===== config.mk =====
export PLATFORM = sky130hd
export DESIGN_NAME = dma_descriptor_splitter_flat
export DESIGN_NICKNAME = d
export VERILOG_FILES = /design/src/hdl/dds_pkg.sv /design/src/hdl/dds_desc_if.sv /design/src/hdl/dds_burst_if.sv /design/src/hdl/dma_descriptor_splitter.sv /design/src/hdl/dds_ctrl.sv /design/src/hdl/dds_dp.sv /design/src/flat_wrapper.sv
export SDC_FILE = /design/constraint.sdc
export NUM_CORES = 2
export LEC_CHECK = 0
export BUFFER_PORTS_ARGS = -buffer_cell sky130_fd_sc_hd__buf_2
export CAP_MARGIN = 10
export CORE_MARGIN = 10
export CORE_UTILIZATION = 60
export DETAILED_ROUTE_END_ITERATION = 10
export GPL_ROUTABILITY_DRIVEN = 0
export PLACE_DENSITY_LB_ADDON = 0.08
export SLEW_MARGIN = 20
export SYNTH_ARGS = -nofsm -noshare
export SYNTH_HDL_FRONTEND = slang
export SYNTH_SLANG_ARGS = --single-unit

===== constraint.sdc =====
create_clock -name clk -period 21.5 [get_ports clk]
set_input_delay 2.15 -clock clk [delete_from_list [all_inputs] [get_ports clk]]
set_output_delay 2.15 -clock clk [all_outputs]
set_load 0.05 [all_outputs]

===== src/hdl/dds_pkg.sv =====
package dds_pkg;

    localparam int CORE_COUNT_DEF = 8;
    localparam int MAX_BURSTS_DEF = 64;

    typedef struct packed {
        logic [31:0] external_address;
        logic [31:0] local_address;
        logic [15:0] row_length;
        logic [15:0] rows_per_plane;
        logic [15:0] plane_count;
        logic [31:0] row_stride;
        logic [31:0] plane_stride;
        logic        to_external;
        logic        channel_transpose;
    } desc_t;

    typedef struct packed {
        logic        two_d;
        logic        direction;
        logic [31:0] total_bytes;
        logic [31:0] burst_external_address;
        logic [31:0] burst_local_address;
        logic [31:0] chunk_bytes;
        logic [31:0] chunk_stride;
        logic        last;
        logic        error;
    } burst_t;

    typedef struct packed {
        logic load;
        logic prep;
        logic total;
        logic classify;
        logic div_step;
        logic share;
        logic clamp;
        logic offset;
        logic emit;
    } cmd_t;

    typedef struct packed {
        logic transpose;
        logic core_zero;
        logic empty;
        logic out_free;
        logic burst_last;
    } status_t;

endpackage


===== src/hdl/dds_desc_if.sv =====
interface dds_desc_if;
    logic            valid;
    logic            ready;
    dds_pkg::desc_t  data;

    modport source (output valid, output data, input ready);
    modport sink (input valid, input data, output ready);
endinterface


===== src/hdl/dds_burst_if.sv =====
interface dds_burst_if;
    logic             valid;
    logic             ready;
    dds_pkg::burst_t  data;

    modport source (output valid, output data, input ready);
    modport sink (input valid, input data, output ready);
endinterface


===== src/hdl/dma_descriptor_splitter.sv =====
// Splits one 3D copy descriptor into DMA burst commands.
// The desc channel takes one descriptor per transfer; the burst channel gives
// one burst command per transfer, with last set on the final burst of the
// descriptor. cfg_wr_en and cfg_wr_data write the core index at any clock edge.
// A descriptor is taken only when the splitter is idle. A plain descriptor on
// core zero goes through the setup steps plane size, total and shape decision
// before its first burst enters the output register. A transpose descriptor
// goes through the setup steps plane size, share by reciprocal multiplication,
// share start, clamp and offsets before its first burst enters the output
// register.
// After that one burst is produced per cycle while the output register is free,
// up to MAX_BURSTS bursts. A descriptor that ends in no burst returns to idle
// right after its setup. The next descriptor is accepted in the cycle after the
// last burst enters the output register, even while that burst still waits to
// be taken, so without stalls a descriptor occupies its setup, its bursts and
// the idle state. When the receiver stalls, the output register holds its burst
// and the burst generator waits. Reset empties the output register, returns the
// controller to idle and sets the core index to zero.
module dma_descriptor_splitter #(
    parameter int CORE_COUNT = dds_pkg::CORE_COUNT_DEF,
    parameter int MAX_BURSTS = dds_pkg::MAX_BURSTS_DEF
) (
    input  logic        clk,
    input  logic        rst_n,
    input  logic        cfg_wr_en,
    input  logic [2:0]  cfg_wr_data,
    dds_desc_if.sink    desc,
    dds_burst_if.source burst
);
    import dds_pkg::*;

    // Commands from the controller and status back from the datapath.
    cmd_t    cmd;
    status_t status;

    dds_ctrl u_ctrl (
        .clk        (clk),
        .rst_n      (rst_n),
        .desc_valid (desc.valid),
        .desc_ready (desc.ready),
        .status     (status),
        .cmd        (cmd)
    );

    // The datapath holds the descriptor, the core index, the shared
    // multiplier, the divider and the burst generator with its output register.
    dds_dp #(
        .CORE_COUNT (CORE_COUNT),
        .MAX_BURSTS (MAX_BURSTS)
    ) u_dp (
        .clk         (clk),
        .rst_n       (rst_n),
        .cfg_wr_en   (cfg_wr_en),
        .cfg_wr_data (cfg_wr_data),
        .desc_data   (desc.data),
        .cmd         (cmd),
        .status      (status),
        .out_ready   (burst.ready),
        .out_valid   (burst.valid),
        .out_data    (burst.data)
    );

endmodule


===== src/hdl/dds_ctrl.sv =====
module dds_ctrl (
    input  logic             clk,
    input  logic             rst_n,
    input  logic             desc_valid,
    output logic             desc_ready,
    input  dds_pkg::status_t status,
    output dds_pkg::cmd_t    cmd
);
    import dds_pkg::*;

    typedef enum logic [8:0] {
        S_IDLE     = 9'b000000001,
        S_PREP     = 9'b000000010,
        S_TOTAL    = 9'b000000100,
        S_CLASSIFY = 9'b000001000,
        S_DIVIDE   = 9'b000010000,
        S_SHARE    = 9'b000100000,
        S_CLAMP    = 9'b001000000,
        S_OFFSET   = 9'b010000000,
        S_EMIT     = 9'b100000000
    } state_t;

    state_t state_reg;
    state_t state_next;

    always_comb
    begin
        state_next = state_reg;
        case (state_reg)
            S_IDLE:
            begin
                if (desc_valid)
                    state_next = S_PREP;
            end
            S_PREP:
            begin
                if (status.transpose)
                    state_next = S_DIVIDE;
                else if (status.core_zero)
                    state_next = S_TOTAL;
                else
                    state_next = S_IDLE;
            end
            S_TOTAL:    state_next = S_CLASSIFY;
            S_CLASSIFY: state_next = status.empty ? S_IDLE : S_EMIT;
            S_DIVIDE:   state_next = S_SHARE;
            S_SHARE:    state_next = S_CLAMP;
            S_CLAMP:    state_next = S_OFFSET;
            S_OFFSET:   state_next = status.empty ? S_IDLE : S_EMIT;
            S_EMIT:
            begin
                if (status.out_free && status.burst_last)
                    state_next = S_IDLE;
            end
            default:    state_next = S_IDLE;
        endcase
    end

    always_ff @(posedge clk or negedge rst_n)
    begin
        if (!rst_n)
            state_reg <= S_IDLE;
        else
            state_reg <= state_next;
    end

    assign desc_ready   = (state_reg == S_IDLE);
    assign cmd.load     = (state_reg == S_IDLE) && desc_valid;
    assign cmd.prep     = (state_reg == S_PREP);
    assign cmd.total    = (state_reg == S_TOTAL);
    assign cmd.classify = (state_reg == S_CLASSIFY);
    assign cmd.div_step = (state_reg == S_DIVIDE);
    assign cmd.share    = (state_reg == S_SHARE);
    assign cmd.clamp    = (state_reg == S_CLAMP);
    assign cmd.offset   = (state_reg == S_OFFSET);
    assign cmd.emit     = (state_reg == S_EMIT) && status.out_free;

endmodule


===== src/hdl/dds_dp.sv =====
module dds_dp #(
    parameter int CORE_COUNT = dds_pkg::CORE_COUNT_DEF,
    parameter int MAX_BURSTS = dds_pkg::MAX_BURSTS_DEF
) (
    input  logic              clk,
    input  logic              rst_n,
    input  logic              cfg_wr_en,
    input  logic [2:0]        cfg_wr_data,
    input  dds_pkg::desc_t    desc_data,
    input  dds_pkg::cmd_t     cmd,
    output dds_pkg::status_t  status,
    input  logic              out_ready,
    output logic              out_valid,
    output dds_pkg::burst_t   out_data
);
    import dds_pkg::*;

    localparam int RW = $clog2(MAX_BURSTS + 1);
    // Rounded-up reciprocal of the core count. With a shift of 23 the quotient is
    // exact for every 17-bit numerator and every core count up to 64.
    localparam logic [23:0]       RECIP     = 24'(((1 << 23) + CORE_COUNT - 1) / CORE_COUNT);
    localparam logic [16:0]       ROUND_UP  = 17'(CORE_COUNT - 1);
    localparam logic [15:0]       MAX_N     = 16'(MAX_BURSTS);

    // Burst generator state: current addresses, per-burst increments and
    // the fields that stay fixed over the bursts of one descriptor.
    typedef struct packed {
        logic [31:0] ext_acc;
        logic [31:0] loc_acc;
        logic [31:0] ext_step;
        logic [31:0] loc_step;
        logic [31:0] tot;
        logic [31:0] cb;
        logic [31:0] cs;
        logic        two_d;
        logic        err;
    } plan_t;

    localparam plan_t FAIL_PLAN = '{err: 1'b1, default: '0};

    desc_t             d_reg;
    logic [2:0]        core_reg;
    logic [31:0]       pb_reg;
    logic [31:0]       pb_next;
    logic [47:0]       prod_reg;
    logic [16:0]       num_reg;
    logic [16:0]       num_next;
    logic [18:0]       start_raw_reg;
    logic [15:0]       start_reg;
    logic [15:0]       start_next;
    logic [15:0]       n_raw_reg;
    logic [15:0]       n_raw_next;
    plan_t             plan_reg;
    plan_t             plan_next;
    logic [RW-1:0]     remain_reg;
    logic [RW-1:0]     remain_next;
    logic              out_valid_reg;
    burst_t            out_data_reg;

    logic [31:0] len32;
    logic [15:0] mul_b;
    logic [47:0] mul_full;
    logic [39:0] quot_full;
    logic        planes_one;
    logic        rs_eq_len;
    logic        one_d;
    logic        single;
    logic        cls_empty;
    logic [15:0] start_c;
    logic [16:0] stop_sum;
    logic [15:0] stop_c;
    logic        burst_last;
    logic        out_free;

    assign len32      = {16'b0, d_reg.row_length};
    assign mul_b      = cmd.offset ? start_reg : d_reg.plane_count;
    assign mul_full   = pb_reg * mul_b;
    assign planes_one = (d_reg.plane_count == 16'd1);
    assign rs_eq_len  = (d_reg.row_stride == len32);
    assign one_d      = (planes_one && (d_reg.rows_per_plane == 16'd1))
                     || (rs_eq_len && (pb_reg == d_reg.plane_stride))
                     || (planes_one && rs_eq_len);
    assign single     = planes_one || rs_eq_len;
    assign cls_empty  = !(one_d || single) && (d_reg.plane_count == 16'd0);

    // Division by the core count as a multiplication by its reciprocal.
    assign quot_full = 40'(num_reg) * 40'(RECIP);

    // The share of this core, clamped to the channel range.
    assign start_c  = (start_raw_reg > {3'b0, d_reg.row_length}) ? d_reg.row_length
                                                                 : start_raw_reg[15:0];
    assign stop_sum = {1'b0, start_c} + {1'b0, num_reg[15:0]};
    assign stop_c   = (stop_sum > {1'b0, d_reg.row_length}) ? d_reg.row_length
                                                            : stop_sum[15:0];

    assign burst_last = (remain_reg == RW'(1));
    assign out_free   = !out_valid_reg || out_ready;

    always_comb
    begin
        pb_next     = pb_reg;
        num_next    = num_reg;
        start_next  = start_reg;
        n_raw_next  = n_raw_reg;
        plan_next   = plan_reg;
        remain_next = remain_reg;

        if (cmd.prep)
        begin
            pb_next  = 32'(d_reg.rows_per_plane)
                     * 32'(d_reg.channel_transpose ? d_reg.plane_count : d_reg.row_length);
            num_next = {1'b0, d_reg.row_length} + ROUND_UP;
        end

        if (cmd.div_step)
            num_next = quot_full[39:23];

        if (cmd.clamp)
        begin
            start_next = start_c;
            n_raw_next = stop_c - start_c;
        end

        if (cmd.classify)
        begin
            remain_next = RW'(1);
            if (one_d || single)
            begin
                if (prod_reg[47:32] != 16'd0)
                    plan_next = FAIL_PLAN;
                else
                begin
                    plan_next          = '0;
                    plan_next.ext_acc  = d_reg.external_address;
                    plan_next.loc_acc  = d_reg.local_address;
                    plan_next.tot      = prod_reg[31:0];
                    plan_next.two_d    = !one_d;
                    if (one_d)
                    begin
                        plan_next.cb = '0;
                        plan_next.cs = '0;
                    end
                    else if (planes_one)
                    begin
                        plan_next.cb = len32;
                        plan_next.cs = d_reg.row_stride;
                    end
                    else
                    begin
                        plan_next.cb = pb_reg;
                        plan_next.cs = d_reg.plane_stride;
                    end
                end
            end
            else if (d_reg.plane_count > MAX_N)
                plan_next = FAIL_PLAN;
            else
            begin
                remain_next        = RW'(d_reg.plane_count);
                plan_next.ext_acc  = d_reg.external_address;
                plan_next.loc_acc  = d_reg.local_address;
                plan_next.ext_step = d_reg.plane_stride;
                plan_next.loc_step = pb_reg;
                plan_next.tot      = pb_reg;
                plan_next.cb       = len32;
                plan_next.cs       = d_reg.row_stride;
                plan_next.two_d    = 1'b1;
                plan_next.err      = 1'b0;
            end
        end

        if (cmd.offset)
        begin
            if (n_raw_reg > MAX_N)
            begin
                remain_next = RW'(1);
                plan_next   = FAIL_PLAN;
            end
            else
            begin
                remain_next        = RW'(n_raw_reg);
                plan_next.ext_acc  = d_reg.external_address + {16'b0, start_reg};
                plan_next.loc_acc  = d_reg.local_address + mul_full[31:0];
                plan_next.ext_step = 32'd1;
                plan_next.loc_step = pb_reg;
                plan_next.tot      = pb_reg;
                plan_next.cb       = 32'd1;
                plan_next.cs       = d_reg.row_stride;
                plan_next.two_d    = 1'b1;
                plan_next.err      = 1'b0;
            end
        end

        if (cmd.emit)
        begin
            plan_next.ext_acc = plan_reg.ext_acc + plan_reg.ext_step;
            plan_next.loc_acc = plan_reg.loc_acc + plan_reg.loc_step;
            remain_next       = remain_reg - RW'(1);
        end
    end

    always_ff @(posedge clk)
    begin
        if (cmd.load)
            d_reg <= desc_data;
        if (cmd.total)
            prod_reg <= mul_full;
        if (cmd.share)
            start_raw_reg <= 19'(num_reg[15:0]) * 19'(core_reg);
        pb_reg     <= pb_next;
        num_reg    <= num_next;
        start_reg  <= start_next;
        n_raw_reg  <= n_raw_next;
        plan_reg   <= plan_next;
        remain_reg <= remain_next;
        if (cmd.emit)
        begin
            out_data_reg.two_d                  <= plan_reg.two_d;
            out_data_reg.direction              <= d_reg.to_external;
            out_data_reg.total_bytes            <= plan_reg.tot;
            out_data_reg.burst_external_address <= plan_reg.ext_acc;
            out_data_reg.burst_local_address    <= plan_reg.loc_acc;
            out_data_reg.chunk_bytes            <= plan_reg.cb;
            out_data_reg.chunk_stride           <= plan_reg.cs;
            out_data_reg.last                   <= burst_last;
            out_data_reg.error                  <= plan_reg.err;
        end
    end

    always_ff @(posedge clk or negedge rst_n)
    begin
        if (!rst_n)
        begin
            core_reg      <= '0;
            out_valid_reg <= 1'b0;
        end
        else
        begin
            if (cfg_wr_en)
                core_reg <= cfg_wr_data;
            if (cmd.emit)
                out_valid_reg <= 1'b1;
            else if (out_ready)
                out_valid_reg <= 1'b0;
        end
    end

    assign status.transpose  = d_reg.channel_transpose;
    assign status.core_zero  = (core_reg == 3'd0);
    assign status.empty      = cmd.classify ? cls_empty
                                            : ((n_raw_reg == 16'd0) && (n_raw_reg <= MAX_N));
    assign status.out_free   = out_free;
    assign status.burst_last = burst_last;

    assign out_valid = out_valid_reg;
    assign out_data  = out_data_reg;

endmodule


===== src/flat_wrapper.sv =====
// flat-port wrapper written by rule: the top's interface ports become plain ports
module dma_descriptor_splitter_flat import dds_pkg::*;
#(
    parameter int CORE_COUNT = dds_pkg::CORE_COUNT_DEF,
    parameter int MAX_BURSTS = dds_pkg::MAX_BURSTS_DEF
)
  (clk, rst_n, cfg_wr_en, cfg_wr_data, desc_valid, desc_data, desc_ready, burst_valid, burst_data, burst_ready);
  dds_desc_if desc_i ();
  dds_burst_if burst_i ();
  input  logic clk;
  input  logic rst_n;
  input  logic cfg_wr_en;
  input  logic [2:0] cfg_wr_data;
  input wire logic [$bits(desc_i.valid)-1:0] desc_valid;
  input wire logic [$bits(desc_i.data)-1:0] desc_data;
  output wire logic [$bits(desc_i.ready)-1:0] desc_ready;
  output wire logic [$bits(burst_i.valid)-1:0] burst_valid;
  output wire logic [$bits(burst_i.data)-1:0] burst_data;
  input wire logic [$bits(burst_i.ready)-1:0] burst_ready;
  assign desc_i.valid = desc_valid;
  assign desc_i.data = desc_data;
  assign desc_ready = desc_i.ready;
  assign burst_valid = burst_i.valid;
  assign burst_data = burst_i.data;
  assign burst_i.ready = burst_ready;
  dma_descriptor_splitter #(.CORE_COUNT(CORE_COUNT), .MAX_BURSTS(MAX_BURSTS)) u_core (.clk(clk), .rst_n(rst_n), .cfg_wr_en(cfg_wr_en), .cfg_wr_data(cfg_wr_data), .desc(desc_i), .burst(burst_i));
endmodule

After elaboration in Yosys (flattened, before gate mapping):

Cells that the tools add are included.
Widths: inputs -> output; s select.

* register bits after elaboration: 736
* output and inout bits: 166

* add/sub/neg operators: 8
* $mul: 3
* order comparisons: 5
* equality and inequality tests: 16
* mux-type cells: 30
* reductions and logical operators: 26

Operator list (number)
* $mux 226: 6
* $mux 64: 3
* $add 32x32->32: 3
* $pmux 9 s8: 1
* $mux 16: 4
* $mul 32x16->48: 1
* $mux 7: 6
* $add 32x16->32: 1
* $eq 16x1->1 const B: 2
* $eq 32x16->1: 1
* $eq 32x32->1: 1
* $gt 16x7->1 const B: 2
* $logic_not 16->1: 2
* $mul 16x16->32: 1
* $mux 14: 2
* $mux 9: 3
* $gt 19x16->1: 1
* $mul 16x3->19: 1
* $add 16x16->17: 1
* $add 16x3->17 const B: 1
* $gt 17x16->1: 1
* $le 16x7->1 const B: 1
* $reduce_bool 16->1: 1
* $sub 16x16->16: 1
* other kinds (23): 41

Logic depth before layout (Yosys ltp):

* depth in word-level cells: 10
* mapped depth: 50
* depth with buffers taken out: 47

Modules after synthesis:

From an unflattened synthesis, not the netlist that was laid out.

* cells, all modules: 5555
* area, all modules: 60237.8 um^2

By module, submodules not included
* dds_dp: times used 1, cells an instance 5494, area an instance 59662.2 um^2, sequential area each 21780.9 um^2
* dds_ctrl: times used 1, cells an instance 61, area an instance 575.6 um^2, sequential area each 226.5 um^2

Worst setup path before layout:

OpenSTA, ideal clock, no wires.

* path type: register to register
* start point: register u_core.u_dp.d_reg[102] (netlist name)
* end point: register u_core.u_dp.n_raw_reg[14], data pin
* arrival: 9278 ps
* required time: 21242 ps
* path slack: 11964 ps
* cell stages (with the launch flop): 46
* buffers on the path: 4
* path through: edfxtp_1 > inv_1 > ha_1 > a21o_1 > a21o_1 > a21oi_1 > o211ai_1 > a221oi_1 > a31oi_1 > nor4_1 > clkbuf_1 > clkbuf_1 > mux2i_1 > inv_1 > fa_1 > a211o_1 > a21oi_1 > o21ai_0 > (+10 left out) > a211oi_1 > o21bai_1 > a221oi_1 > clkbuf_1 > clkbuf_1 > o21ai_0 > fa_1 > a21o_1 > a21oi_1 > o21bai_1 > a21oi_1 > nor2b_1 > o21a_1 > o31a_1 > o41ai_1 > o21bai_1 > a21oi_1 > xnor2_1

* longest elaborated chain between the ends: 6

RTL lines
* start: declaration: line dds_dp.sv:41 `desc_t d_reg;`
* start signal: assignment: line dds_dp.sv:205 `d_reg <= desc_data;`
* $gt 19x16->1 *: line dds_dp.sv:90 `assign start_c = (start_raw_reg > {3'b0, d_reg.row_length}) ? d_reg.row_length`
* $mux 16 *: line dds_dp.sv:90
* via u_core.u_dp.start_c[1]: line dds_dp.sv:69 `logic [15:0] start_c;`
* $add 16x16->17: line dds_dp.sv:92 `assign stop_sum = {1'b0, start_c} + {1'b0, num_reg[15:0]};`
* $gt 17x16->1: line dds_dp.sv:93 `assign stop_c = (stop_sum > {1'b0, d_reg.row_length}) ? d_reg.row_length`
* $mux 16: line dds_dp.sv:93
* $sub 16x16->16 *: line dds_dp.sv:121 `n_raw_next = stop_c - start_c;`
* end signal: assignment: line dds_dp.sv:213 `n_raw_reg <= n_raw_next;`
* end: declaration: line dds_dp.sv:51 `logic [15:0] n_raw_reg;`

Mark *: on every way through the listed nets, which the timed path passes. The rest lies on a longest branch.
A chain may end at the register's enable or synchronous reset.

Final worst setup path:

* start point: register u_core.u_dp.d_reg[99] (netlist name)
* end point: register u_core.u_dp.n_raw_reg[14], data pin

* longest elaborated chain between the ends: 6

RTL lines (line)
* $gt 19x16->1: dds_dp.sv:90
* $mux 16 *: dds_dp.sv:90
* via u_core.u_dp.start_c[1]: dds_dp.sv:69
* $add 16x16->17: dds_dp.sv:92
* $gt 17x16->1: dds_dp.sv:93
* $mux 16: dds_dp.sv:93
* $sub 16x16->16 *: dds_dp.sv:121

Marked as above.

==> flow_metrics.tcl <==
set metrics [dict create \
    floorplan.die.height_um 335 \
    finalInstanceArea_um2 65600 \
    r2r.worst_path.cells 47 \
    min_path_cells 0 \
    detail_route.iter0.violations 4439 \
    place_hpwl_um 127000 \
    wl_met1_um 68200 \
    max_clock_freq_mhz 96.7 \
    grt_setup_unrepaired "false" \
    grt_start_max_net_pins 130 \
    seq_area_frac_synth 0.369 \
    syn_inst_count 5478 \
    syn_to_final_growth_pct 10.1 \
    boundaryPins 352 \
    timing.final.ws_setup_ns 11.16 \
    ant_nets 0 \
    synthTopCellsByArea "edfxtp_1, fa_1, ha_1" \
    grt_antenna_before_repair 7 \
    reg2reg_from "u_core.u_dp.d_reg[99]" \
    route.detailed.wl_per_inst_um 24.0 \
    io_buffers 351 \
    tritoncts_clock_tree "yes" \
    setup_tns_ns 0 \
    design.die.area_um2 112000 \
    slowest_delay_ns 0.48 \
    cts_setup_buffers 0 \
    worstMarginPinSlew_ns 1.17 \
    finalClockSkew_ns 0.0325 \
    crit_path_end_kind "flop" \
    cap_viol_max_count 0 \
    grt_first_pass_wirelength_um 258000 \
    status "finished, final reports clean" \
    most-common-layout-cells "inv_1, edfxtp_1, nand2_1, fa_1, ha_1" \
    largest_register_ffs 226 \
    cp.arrival_ns 10.76 \
    cpMostUsedCell "a21oi_1" \
    setup_violations 0 \
    timing.final.max_slew_violations 0 \
    floorplan.rows 115 \
    synth_edf_count 720 \
    timing.final.crit_share 0.481 \
    setup.reg_to_reg.worst_slack_ns 11.16 \
    post_route_cells_drive_above_1_share 0.107 \
    worst-endpoint-required_ns 21.92 \
    clock_tree_root "clkbuf_16" \
    cts_hold_buffers 0 \
    final_hold_viol_count 0 \
    synth.yosys.warnings 0 \
    min_path_type "reg2reg" \
    initial_core_util 0.605 \
    crit_path_start_kind "flop" \
    hold_path.startpoint "u_core.u_dp.plan_reg[37]" \
    met2_wirelength_um 79400 \
    globalRouteTotalUtil 0.300 \
    final_util 0.666 \
    clk_pin_slew_ns 0.06 \
    die_width_um 335 \
    number_of_distinct_library_cells_after_synthesis 80 \
    grt_pass1_vias 42963 \
    drt_pre_antenna_iters 8 \
    drt-total-wl_um 170000 \
    dp_slack_ns 11.50 \
    clock_insertion_delay_worst_skew_ns 0.68 \
    reg_to_reg_end "u_core.u_dp.n_raw_reg[14]" \
    globalRoute.totalOverflow 0 \
    core_um2 98600 \
    htree_num_levels 3 \
    final_common_cell "inv_1" \
    cts_sinks 736 \
    maxUsedRoutingLayer "met5" \
    yosys_most_used_dff "edfxtp_1" \
    min_delay_worst_endpoint "u_core.u_dp.out_data[37]" \
    synthesis.area_per_instance_um2 10.9 \
    synth_top_cell_by_area "edfxtp_1" \
    clk_path_buf_depth 3 \
    dr_total_vias 42893 \
    synth.ff_latch_count 736 \
    met3RoutedLength_um 15800 \
    dr_drc_count 0 \
    vias_per_cell 6.04 \
    syn_area_um2 59600 \
    post_cts.resized_instances 0 \
    critical_path_peak_fanout 30 \
    netlist.area_leader.share 0.363 \
    cts_buffers 82 \
    syn-num-nets 6715 \
    slowest_stage "edfxtp_1" \
    synth_async_sr_flop_share 0.0177 \
    final_period_minus_worst_setup_slack_ns 10.34 \
    timing.max_slew.rel_slack 0.220 \
    timing.setup.critical_path_class "reg2reg" \
    placed_cell_area_um2 62700 \
    design.final.nets 6981 \
]
==> metrics by stage <==
step,hold slack (ns),instances
final,0.417,7104
after global routing,0.415,7102
after CTS,0.413,7099
after detailed placement,0.405,6945
after global placement,0.402,6942
after floorplan,0.400,5478
==> worst max-delay path, delay by kind of cell (launching register included) <==
| kind | cells | cell delay [ns] |
|---|---|---|
| and+or+nand+nor | 7 | 0.72 |
| xor gates and xnor gates | 2 | 0.24 |
| muxes | 1 | 0.44 |
| DFF | 1 | 0.48 |
| adders and majority gates | 5 | 1.64 |
| buffers and inverters | 5 | 1.10 |
| AOI/OAI and AO/OA | 27 | 5.44 |
==> area by class of cell <==
type	instances	area [µm²]
Multi-Input combinational cell	3733	33900
Inverter	772	2910
Clock buffer	94	2150
Sequential cell	736	22000
Fill cell	7576	32900
Antenna cell	3	7.51
Timing Repair Buffer	419	2330
Clock inverter	60	697
Tap cell	1287	1610
==> cells in the mapped netlist, types with 25 or more instances <==
cell,count
a221oi_1,38
and2_1,311
edfxtp_1,720
a21oi_1,238
o21bai_1,25
a22o_1,49
o21ai_0,145
xnor2_1,160
a21o_1,139
nand2b_1,47
nand3_1,45
inv_1,771
nor4_1,37
nor2b_1,104
xor2_1,111
ha_1,418
nand4_1,32
nor3_1,41
nand2_1,685
fa_1,633
a211oi_1,26
nor2_1,130
clkbuf_1,216
o21a_1,31
==> cell families after synthesis <==
| logic type | after synthesis | share of synthesized area |
|---|---|---|
| compound gates | 866 | 0.0967 |
| xor+xnor | 271 | 0.0398 |
| mux | 44 | 0.00785 |
| fa+ha+maj | 1051 | 0.300 |
| buf+inv | 1009 | 0.0636 |
| flops | 736 | 0.369 |
| simple gates | 1501 | 0.123 |
==> per-layer routing <==
layer,GRT usage,vias to the layer above
met1,0.410,21415
met4,0.112,8
met3,0.0544,404
met5,0,-
met2,0.477,2189
li1,-,18877
==> how the worst max path moves through the flow <==
stage	start	to	slack, ns	cells past startpoint
floorplan	u_core.u_dp.d_reg[102]	u_core.u_dp.n_raw_reg[14]	11.96	45
global placement	u_core.u_dp.d_reg[102]	u_core.u_dp.n_raw_reg[14]	11.71	46
detailed placement	u_core.u_dp.d_reg[102]	u_core.u_dp.n_raw_reg[14]	11.50	46
CTS	u_core.u_dp.d_reg[102]	u_core.u_dp.n_raw_reg[14]	11.41	46
global route	u_core.u_dp.d_reg[99]	u_core.u_dp.n_raw_reg[14]	10.31	47
finish	u_core.u_dp.d_reg[99]	u_core.u_dp.n_raw_reg[14]	11.16	47
Power is not shown: default switching activity piles up to over one toggle a cycle in this logic, so the estimate is an artifact.
